$ cat src/hdl/sha_pkg.sv
// shared types and constants for the sha-256 hash core
`default_nettype none
package sha_pkg;

  // sequencer states
  typedef enum logic [2:0] {
    S_IDLE,
    S_PAD,
    S_LEN,
    S_INIT,
    S_ROUND,
    S_ADD,
    S_EMIT
  } sha_state_t;

  // commands from the sequencer to the datapath
  typedef struct packed {
    logic       wr_byte;
    logic [7:0] wr_data;
    logic       cnt_msg;
    logic       wr_len;
    logic       init_vars;
    logic       do_round;
    logic [5:0] round;
    logic       add_hash;
    logic       clear_msg;
    logic [2:0] emit_idx;
  } sha_cmd_t;

  // status from the datapath to the sequencer
  typedef struct packed {
    logic [5:0] fill_pos;
  } sha_sts_t;

  localparam logic [7:0] PAD_MARK     = 8'h80;
  localparam logic [7:0] PAD_ZERO     = 8'h00;
  localparam logic [5:0] POS_LAST     = 6'd63;
  localparam logic [5:0] POS_PRE_LEN  = 6'd55;
  localparam logic [5:0] POS_LEN      = 6'd56;
  localparam logic [5:0] ROUND_LAST   = 6'd63;
  localparam logic [2:0] WORD_LAST    = 3'd7;

  localparam logic [31:0] SHA_H0 [8] = '{
    32'h6a09e667, 32'hbb67ae85, 32'h3c6ef372, 32'ha54ff53a,
    32'h510e527f, 32'h9b05688c, 32'h1f83d9ab, 32'h5be0cd19
  };

  localparam logic [31:0] SHA_K [64] = '{
    32'h428a2f98, 32'h71374491, 32'hb5c0fbcf, 32'he9b5dba5,
    32'h3956c25b, 32'h59f111f1, 32'h923f82a4, 32'hab1c5ed5,
    32'hd807aa98, 32'h12835b01, 32'h243185be, 32'h550c7dc3,
    32'h72be5d74, 32'h80deb1fe, 32'h9bdc06a7, 32'hc19bf174,
    32'he49b69c1, 32'hefbe4786, 32'h0fc19dc6, 32'h240ca1cc,
    32'h2de92c6f, 32'h4a7484aa, 32'h5cb0a9dc, 32'h76f988da,
    32'h983e5152, 32'ha831c66d, 32'hb00327c8, 32'hbf597fc7,
    32'hc6e00bf3, 32'hd5a79147, 32'h06ca6351, 32'h14292967,
    32'h27b70a85, 32'h2e1b2138, 32'h4d2c6dfc, 32'h53380d13,
    32'h650a7354, 32'h766a0abb, 32'h81c2c92e, 32'h92722c85,
    32'ha2bfe8a1, 32'ha81a664b, 32'hc24b8b70, 32'hc76c51a3,
    32'hd192e819, 32'hd6990624, 32'hf40e3585, 32'h106aa070,
    32'h19a4c116, 32'h1e376c08, 32'h2748774c, 32'h34b0bcb5,
    32'h391c0cb3, 32'h4ed8aa4a, 32'h5b9cca4f, 32'h682e6ff3,
    32'h748f82ee, 32'h78a5636f, 32'h84c87814, 32'h8cc70208,
    32'h90befffa, 32'ha4506ceb, 32'hbef9a3f7, 32'hc67178f2
  };

endpackage
`default_nettype wire

$ cat src/hdl/sha256_hash_core.sv
// sha-256 hash core top level: sequencer plus datapath
// message words are taken only while idle; each full 64-byte block is then compressed:
//   load working variables, 64 rounds at one round per cycle, hash add
// end of message: pad bytes written one at a time, then the length, then each final block
// digest: eight output words, one per cycle when out_stall is low
// pace is set by the single round unit; input stalls while a block is compressed
// reset: hash set to initial values, counters and sequencer cleared; buffer not cleared
`default_nettype none
module sha256_hash_core
  import sha_pkg::*;
(
  input  wire logic        clk,
  input  wire logic        rst,
  input  wire logic        in_valid,
  output logic             in_stall,
  input  wire logic [7:0]  msg_byte,
  input  wire logic        byte_present,
  input  wire logic        end_of_message,
  output logic             out_valid,
  input  wire logic        out_stall,
  output logic [31:0]      digest_word,
  output logic [2:0]       word_index,
  output logic             last_word
);

  sha_cmd_t cmd;
  sha_sts_t sts;

  // sequencer: takes words only while idle, walks padding and rounds
  sha_ctrl u_ctrl (
    .clk            (clk),
    .rst            (rst),
    .in_valid       (in_valid),
    .in_stall       (in_stall),
    .msg_byte       (msg_byte),
    .byte_present   (byte_present),
    .end_of_message (end_of_message),
    .out_valid      (out_valid),
    .out_stall      (out_stall),
    .sts            (sts),
    .cmd            (cmd)
  );

  // datapath: block buffer, schedule, rounds and running hash
  sha_dp u_dp (
    .clk         (clk),
    .rst         (rst),
    .cmd         (cmd),
    .sts         (sts),
    .digest_word (digest_word)
  );

  // digest words come straight from the hash registers, held while stalled
  assign word_index = cmd.emit_idx;
  assign last_word  = (cmd.emit_idx == WORD_LAST);

endmodule
`default_nettype wire

$ cat src/hdl/sha_dp.sv
// sha-256 datapath: block buffer, message schedule, round logic, hash state
`default_nettype none
module sha_dp
  import sha_pkg::*;
(
  input  wire logic        clk,
  input  wire logic        rst,
  input  wire sha_cmd_t    cmd,
  output sha_sts_t         sts,
  output logic [31:0]      digest_word
);

  logic [31:0] hash [8];
  logic [31:0] vars [8];
  logic [31:0] win  [16];
  logic [63:0] byte_count;
  logic [5:0]  fill_pos;

  logic [31:0] w_next;
  logic [31:0] t1;
  logic [31:0] t2;
  logic [63:0] bit_len;

  function automatic logic [31:0] ror(input logic [31:0] v, input int s);
    ror = (v >> s) | (v << (32 - s));
  endfunction

  always_comb begin
    w_next = win[0]
           + (ror(win[1], 7) ^ ror(win[1], 18) ^ (win[1] >> 3))
           + win[9]
           + (ror(win[14], 17) ^ ror(win[14], 19) ^ (win[14] >> 10));
    t1 = vars[7]
       + (ror(vars[4], 6) ^ ror(vars[4], 11) ^ ror(vars[4], 25))
       + ((vars[4] & vars[5]) ^ (~vars[4] & vars[6]))
       + SHA_K[cmd.round]
       + win[0];
    t2 = (ror(vars[0], 2) ^ ror(vars[0], 13) ^ ror(vars[0], 22))
       + ((vars[0] & vars[1]) ^ (vars[0] & vars[2]) ^ (vars[1] & vars[2]));
    bit_len = {byte_count[60:0], 3'b000};
  end

  // hash state and counters
  always_ff @(posedge clk) begin
    if (rst || cmd.clear_msg) begin
      for (int i = 0; i < 8; i++) hash[i] <= SHA_H0[i];
      byte_count <= '0;
      fill_pos   <= '0;
    end else begin
      if (cmd.add_hash) begin
        for (int i = 0; i < 8; i++) hash[i] <= hash[i] + vars[i];
      end
      if (cmd.wr_byte) fill_pos <= fill_pos + 6'd1;
      if (cmd.cnt_msg) byte_count <= byte_count + 64'd1;
    end
  end

  // block buffer doubles as the rolling schedule window
  always_ff @(posedge clk) begin
    if (cmd.wr_byte) begin
      win[fill_pos[5:2]][{~fill_pos[1:0], 3'b000} +: 8] <= cmd.wr_data;
    end else if (cmd.wr_len) begin
      win[14] <= bit_len[63:32];
      win[15] <= bit_len[31:0];
    end else if (cmd.do_round) begin
      for (int i = 0; i < 15; i++) win[i] <= win[i + 1];
      win[15] <= w_next;
    end
  end

  // working variables a..h
  always_ff @(posedge clk) begin
    if (cmd.init_vars) begin
      for (int i = 0; i < 8; i++) vars[i] <= hash[i];
    end else if (cmd.do_round) begin
      vars[7] <= vars[6];
      vars[6] <= vars[5];
      vars[5] <= vars[4];
      vars[4] <= vars[3] + t1;
      vars[3] <= vars[2];
      vars[2] <= vars[1];
      vars[1] <= vars[0];
      vars[0] <= t1 + t2;
    end
  end

  assign sts.fill_pos = fill_pos;
  assign digest_word  = hash[cmd.emit_idx];

endmodule
`default_nettype wire

$ cat src/hdl/sha_ctrl.sv
// sha-256 sequencer: byte intake, padding, round count and digest output
`default_nettype none
module sha_ctrl
  import sha_pkg::*;
(
  input  wire logic       clk,
  input  wire logic       rst,
  input  wire logic       in_valid,
  output logic            in_stall,
  input  wire logic [7:0] msg_byte,
  input  wire logic       byte_present,
  input  wire logic       end_of_message,
  output logic            out_valid,
  input  wire logic       out_stall,
  input  wire sha_sts_t   sts,
  output sha_cmd_t        cmd
);

  sha_state_t state, state_next;
  logic [5:0] round, round_next;
  logic [2:0] emit_idx, emit_idx_next;
  logic       pad_active, pad_active_next;
  logic       mark_done, mark_done_next;
  logic       final_blk, final_blk_next;

  always_ff @(posedge clk) begin
    if (rst) begin
      state      <= S_IDLE;
      round      <= '0;
      emit_idx   <= '0;
      pad_active <= 1'b0;
      mark_done  <= 1'b0;
      final_blk  <= 1'b0;
    end else begin
      state      <= state_next;
      round      <= round_next;
      emit_idx   <= emit_idx_next;
      pad_active <= pad_active_next;
      mark_done  <= mark_done_next;
      final_blk  <= final_blk_next;
    end
  end

  always_comb begin
    state_next      = state;
    round_next      = round;
    emit_idx_next   = emit_idx;
    pad_active_next = pad_active;
    mark_done_next  = mark_done;
    final_blk_next  = final_blk;
    cmd             = '0;
    cmd.round       = round;
    cmd.emit_idx    = emit_idx;
    in_stall        = 1'b1;
    out_valid       = 1'b0;

    unique case (state)
      S_IDLE: begin
        in_stall = 1'b0;
        if (in_valid) begin
          cmd.wr_byte = byte_present;
          cmd.cnt_msg = byte_present;
          cmd.wr_data = msg_byte;
          if (end_of_message) pad_active_next = 1'b1;
          if (byte_present && sts.fill_pos == POS_LAST) begin
            state_next = S_INIT;
          end else if (end_of_message) begin
            state_next = S_PAD;
          end
        end
      end
      S_PAD: begin
        cmd.wr_byte    = 1'b1;
        cmd.wr_data    = mark_done ? PAD_ZERO : PAD_MARK;
        mark_done_next = 1'b1;
        if (sts.fill_pos == POS_LAST) begin
          state_next = S_INIT;
        end else if (sts.fill_pos == POS_PRE_LEN) begin
          state_next = S_LEN;
        end
      end
      S_LEN: begin
        cmd.wr_len     = 1'b1;
        final_blk_next = 1'b1;
        state_next     = S_INIT;
      end
      S_INIT: begin
        cmd.init_vars = 1'b1;
        round_next    = '0;
        state_next    = S_ROUND;
      end
      S_ROUND: begin
        cmd.do_round = 1'b1;
        round_next   = round + 6'd1;
        if (round == ROUND_LAST) state_next = S_ADD;
      end
      S_ADD: begin
        cmd.add_hash = 1'b1;
        if (final_blk) begin
          emit_idx_next = '0;
          state_next    = S_EMIT;
        end else if (pad_active) begin
          state_next = S_PAD;
        end else begin
          state_next = S_IDLE;
        end
      end
      S_EMIT: begin
        out_valid = 1'b1;
        if (!out_stall) begin
          emit_idx_next = emit_idx + 3'd1;
          if (emit_idx == WORD_LAST) begin
            cmd.clear_msg   = 1'b1;
            pad_active_next = 1'b0;
            mark_done_next  = 1'b0;
            final_blk_next  = 1'b0;
            state_next      = S_IDLE;
          end
        end
      end
      default: begin
        state_next = S_IDLE;
      end
    endcase
  end

`ifndef SYNTHESIS
  a_round_end: assert property (@(posedge clk) disable iff (rst)
    (state == S_ROUND && round == ROUND_LAST) |=> state == S_ADD)
    else $error("compression did not end after the last round");

  a_emit_end: assert property (@(posedge clk) disable iff (rst)
    (state == S_EMIT && !out_stall && emit_idx == WORD_LAST) |=>
    (state == S_IDLE && !pad_active && !final_blk))
    else $error("digest output did not return to idle");

  a_one_cmd: assert property (@(posedge clk) disable iff (rst)
    $onehot0({cmd.wr_byte, cmd.wr_len, cmd.init_vars, cmd.do_round, cmd.add_hash}))
    else $error("conflicting datapath commands");

  a_len_pos: assert property (@(posedge clk) disable iff (rst)
    state == S_LEN |-> sts.fill_pos == POS_LEN)
    else $error("length written at wrong block position");
`endif

endmodule
`default_nettype wire

$ cat config.mk
export PLATFORM = sky130hd
export DESIGN_NAME = sha256_hash_core
export DESIGN_NICKNAME = d
export VERILOG_FILES = /design/src/hdl/sha_pkg.sv /design/src/hdl/sha256_hash_core.sv /design/src/hdl/sha_dp.sv /design/src/hdl/sha_ctrl.sv
export SDC_FILE = /design/constraint.sdc
export NUM_CORES = 2
export LEC_CHECK = 0
export BUFFER_PORTS_ARGS = -buffer_cell sky130_fd_sc_hd__buf_2
export CAP_MARGIN = 30
export CORE_MARGIN = 2
export CORE_UTILIZATION = 50
export CTS_CLUSTER_SIZE = 12
export DETAILED_ROUTE_END_ITERATION = 7
export PLACE_DENSITY = 0.62
export RECOVER_POWER = 50
export SYNTH_ARGS = -nofsm -noshare
export SYNTH_HDL_FRONTEND = slang
export SYNTH_HIERARCHICAL = 1
export SYNTH_SLANG_ARGS = --single-unit
$ cat constraint.sdc
create_clock -name clk -period 19.7 [get_ports clk]
set_clock_uncertainty 0.15 [all_clocks]
set_input_delay 1.97 -clock clk [delete_from_list [all_inputs] [get_ports clk]]
set_output_delay 1.97 -clock clk [all_outputs]
set_load 0.02 [all_outputs]
==> impl_metrics.json <==
{
  "status": "complete, but fails checks",
  "violations": "max-capacitance violations, max-slew violations",
  "die_area_um2": 152000,
  "grt_overflow": 0,
  "synthesis.nets": 7897,
  "via_per_inst": 6.20,
  "htreeDepth": 4,
  "dpl.hpwl_mm": 189,
  "synth.distinct_cells": 96,
  "cp_max_fo": 153,
  "maxCapViolations": 28,
  "final-setup-viol-count": 0,
  "cts.sinks": 1106,
  "synth_top_family_by_area": "compound AO/OA/AOI/OAI gates",
  "rsz0062_at_grt": "false",
  "syn_to_final_growth_pct": 8.58,
  "arrival_ns": 14.34,
  "crit_path_end_kind": "flop",
  "ys_ff_latch": 1106,
  "async_flop_share_pct": 0,
  "tightest_slew_ns": 7.77,
  "final_layout_size_suffix_gt1_share_pct": 7.23,
  "grt_busiest_layer": "met2",
  "chipHeight_um": 389,
  "cts-root-buf": "clkbuf_16",
  "fin_nets": 7837,
  "ctsHoldBuffers": 0,
  "grt_max_degree": 154,
  "clockBufferDepth": 3,
  "instances_no_fill": 9263,
  "synth_compound_area_share_pct": 17.3,
  "place_congestion": 0.968,
  "synth-simple-area-share_pct": 12.9,
  "slew_headroom_pct": -418,
  "fmax_mhz": 70.8,
  "synthXorXnorAreaFrac_pct": 6.97,
  "power_uw": 12100,
  "numPlacedInstances": 9029,
  "final_util_pct": 54.6,
  "synth.area.top_cells": "edfxtp_1 (41%), ha_1 (6.7%), a21o_1 (6.1%)",
  "clk_latency_ns": 0.79,
  "port_buffers": 51,
  "hold_slack_ns": 0.323,
  "drc": 0,
  "synth_edf_count": 1024,
  "initial_utilization_pct": 50.3,
  "finalHoldViolations": 0,
  "ant_nets": 0,
  "path_clk_slew_ns": 0.06,
  "crit_path_start_kind": "flop",
  "wl_mm": 252,
  "yosys_warnings": 6,
  "grt_usage_pct": 33.0,
  "synth.avg_cell_area_um2": 10.2,
  "critical_path_class": "reg2reg",
  "irDropWorstVdd_mv": 0.149,
  "cts-resized-gates": 0,
  "post-route-period-util_pct": 71.7,
  "grt_pass1_wl_mm": 370,
  "synthAdderAreaFrac_pct": 12.0,
  "critPathRequiredTime_ns": 19.91,
  "die_x_um": 389,
  "synth_largest_area_cell": "edfxtp_1",
  "syn_inst": 7293,
  "synth_top_flop_cell": "edfxtp_1",
  "met3_usage_pct": 4.50,
  "core_area_um2": 147000,
  "slew_viol_final": 1497,
  "dr.pass1.iters": 8,
  "fin_crit_ns": 14.13,
  "gr-usage-met1_pct": 40.9,
  "synth_area_um2": 74200,
  "vias": 57400,
  "rows": 141,
  "grt_pass1_vias": 56500,
  "wire_per_inst_um": 27.2,
  "cts_tree": "done",
  "cts_setup_buffers": 0,
  "worstHoldPathType": "reg2reg",
  "drtIter0Drc": 5443,
  "power.density_nw_per_um2": 150,
  "grt.met2_usage_pct": 54.8,
  "muxShareOfSynthArea_pct": 3.41,
  "leakage_uw": 0.0340,
  "grt_antenna_before_repair": 1,
  "cts-buffers-inserted": 131,
  "ys_seq_area_share_pct": 43.6,
  "synth_top_area_share_pct": 41.4,
  "finalSetupTns_ns": 0,
  "io_pins": 52
}
==> flip-flops by register name (all words and copies together) (netlist names), 3 cells and up <==
signal,cells
u_dp/sts,6
u_ctrl/emit_idx,3
u_dp/hash,256
u_dp/vars,256
u_ctrl/round,6
u_ctrl/state,3
u_dp/byte_count,61
u_dp/win,512
==> path summary, 6_finish.rpt <==
kind	depth (start not counted)	slack [ns]	end	start
worst max-delay path	8	5.57	u_dp/vars[0][149]	u_ctrl/state[0]
worst min-delay path	2	0.32	u_ctrl/mark_done	u_ctrl/mark_done
worst max register to register	8	5.57	u_dp/vars[0][149]	u_ctrl/state[0]
worst min register to register	2	0.32	u_ctrl/mark_done	u_ctrl/mark_done
==> power by group <==
group	switching (µW)	internal, µW	leakage (µW)
registers	159	2760	0.00987
clock network	1050	1360	0.00202
logic	4090	2660	0.0221
total	5300	6780	0.0340
==> cells in the final DEF (no fill, tap or decap), types with 50 or more instances in the layout <==
cell type  synthesis  routed
a21oi_1          369     369
o21bai_1          60      60
nand2_1         1062    1061
mux2_2            57      57
buf_4              0      90
o21ai_0          462     462
dfxtp_1           82      77
o21a_1            52      52
nor2_1           404     402
inv_1            348     348
clkbuf_1         365      69
and3_1            57      57
xnor2_1          374     374
and2_1            60      53
clkbuf_16          0     132
nor2b_1           51      51
mux4_2            70      70
edfxtp_1        1024    1024
a211oi_1          50      50
buf_2              3      72
xor2_1           214     214
nor3_1            98      98
ha_1             395     395
nand3_1          129     129
fa_1             195     195
a21o_1           608     608
nand2b_1          75      74
a31oi_1           54      54
==> synthesized netlist by cell type (31+ instances only) <==
master / n
nor2_1: 404
a211oi_1: 50
o211ai_1: 38
mux2_2: 57
mux2i_1: 31
a22oi_1: 42
a21oi_1: 369
or3_1: 40
ha_1: 395
buf_1: 35
nor2b_1: 51
o21ai_0: 462
o21bai_1: 60
and2_1: 60
inv_1: 348
nand2_1: 1062
nand3_1: 129
a31oi_1: 54
edfxtp_1: 1024
clkbuf_1: 365
xnor2_1: 374
xor2_1: 214
a21o_1: 608
and3_1: 57
dfxtp_1: 82
o21a_1: 52
nand2b_1: 75
nor3_1: 98
fa_1: 195
mux4_2: 70
nand4_1: 41
==> cell type report <==
class / count / area [µm²]
Clock inverter: 69 / 712
Inverter: 352 / 1320
Fill cell: 13100 / 66900
Clock buffer: 162 / 3460
Timing Repair Buffer: 211 / 1280
Antenna cell: 2 / 5.00
Sequential cell: 1106 / 32400
Tap cell: 1930 / 2410
Multi-Input combinational cell: 5431 / 39000
==> worst max-delay path, cell delays in order (launching register included) <==
cell and delay (ns):
dfxtp_1 0.66, or3b_1 0.37, clkinv_1 0.12, clkbuf_1 0.38
nand2b_1 2.11, clkbuf_1 5.50, clkbuf_1 0.73, clkbuf_1 2.92
o21ai_0 0.49
==> layer usage <==
metal / up-vias / part of all wire (%) / wire [µm]
met5: - / 0 / 0
met4: 0 / 7.0 / 17800
met3: 560 / 6.3 / 15800
met2: 2288 / 48 / 120000
met1: 28500 / 39 / 98200
li1: 26000 / - / -
==> kinds of logic after synthesis <==
group,count (synthesis)
DFF,1106
and+or+nand+nor,2133
xor gates and xnor gates,589
adders and majority gates,594
muxes,158
buffers and inverters,756
AOI/OAI and AO/OA,1957
==> metrics by stage <==
step           area, µm²  setup slack [ns]
3_3_place_gp       76300              9.30
6_report           80600              5.57
5_1_grt            80600              4.79
2_1_floorplan      74200             10.75
3_5_place_dp       76600              9.26
4_1_cts            80800              9.25
Note: power is estimated with default switching activity, not from simulation.
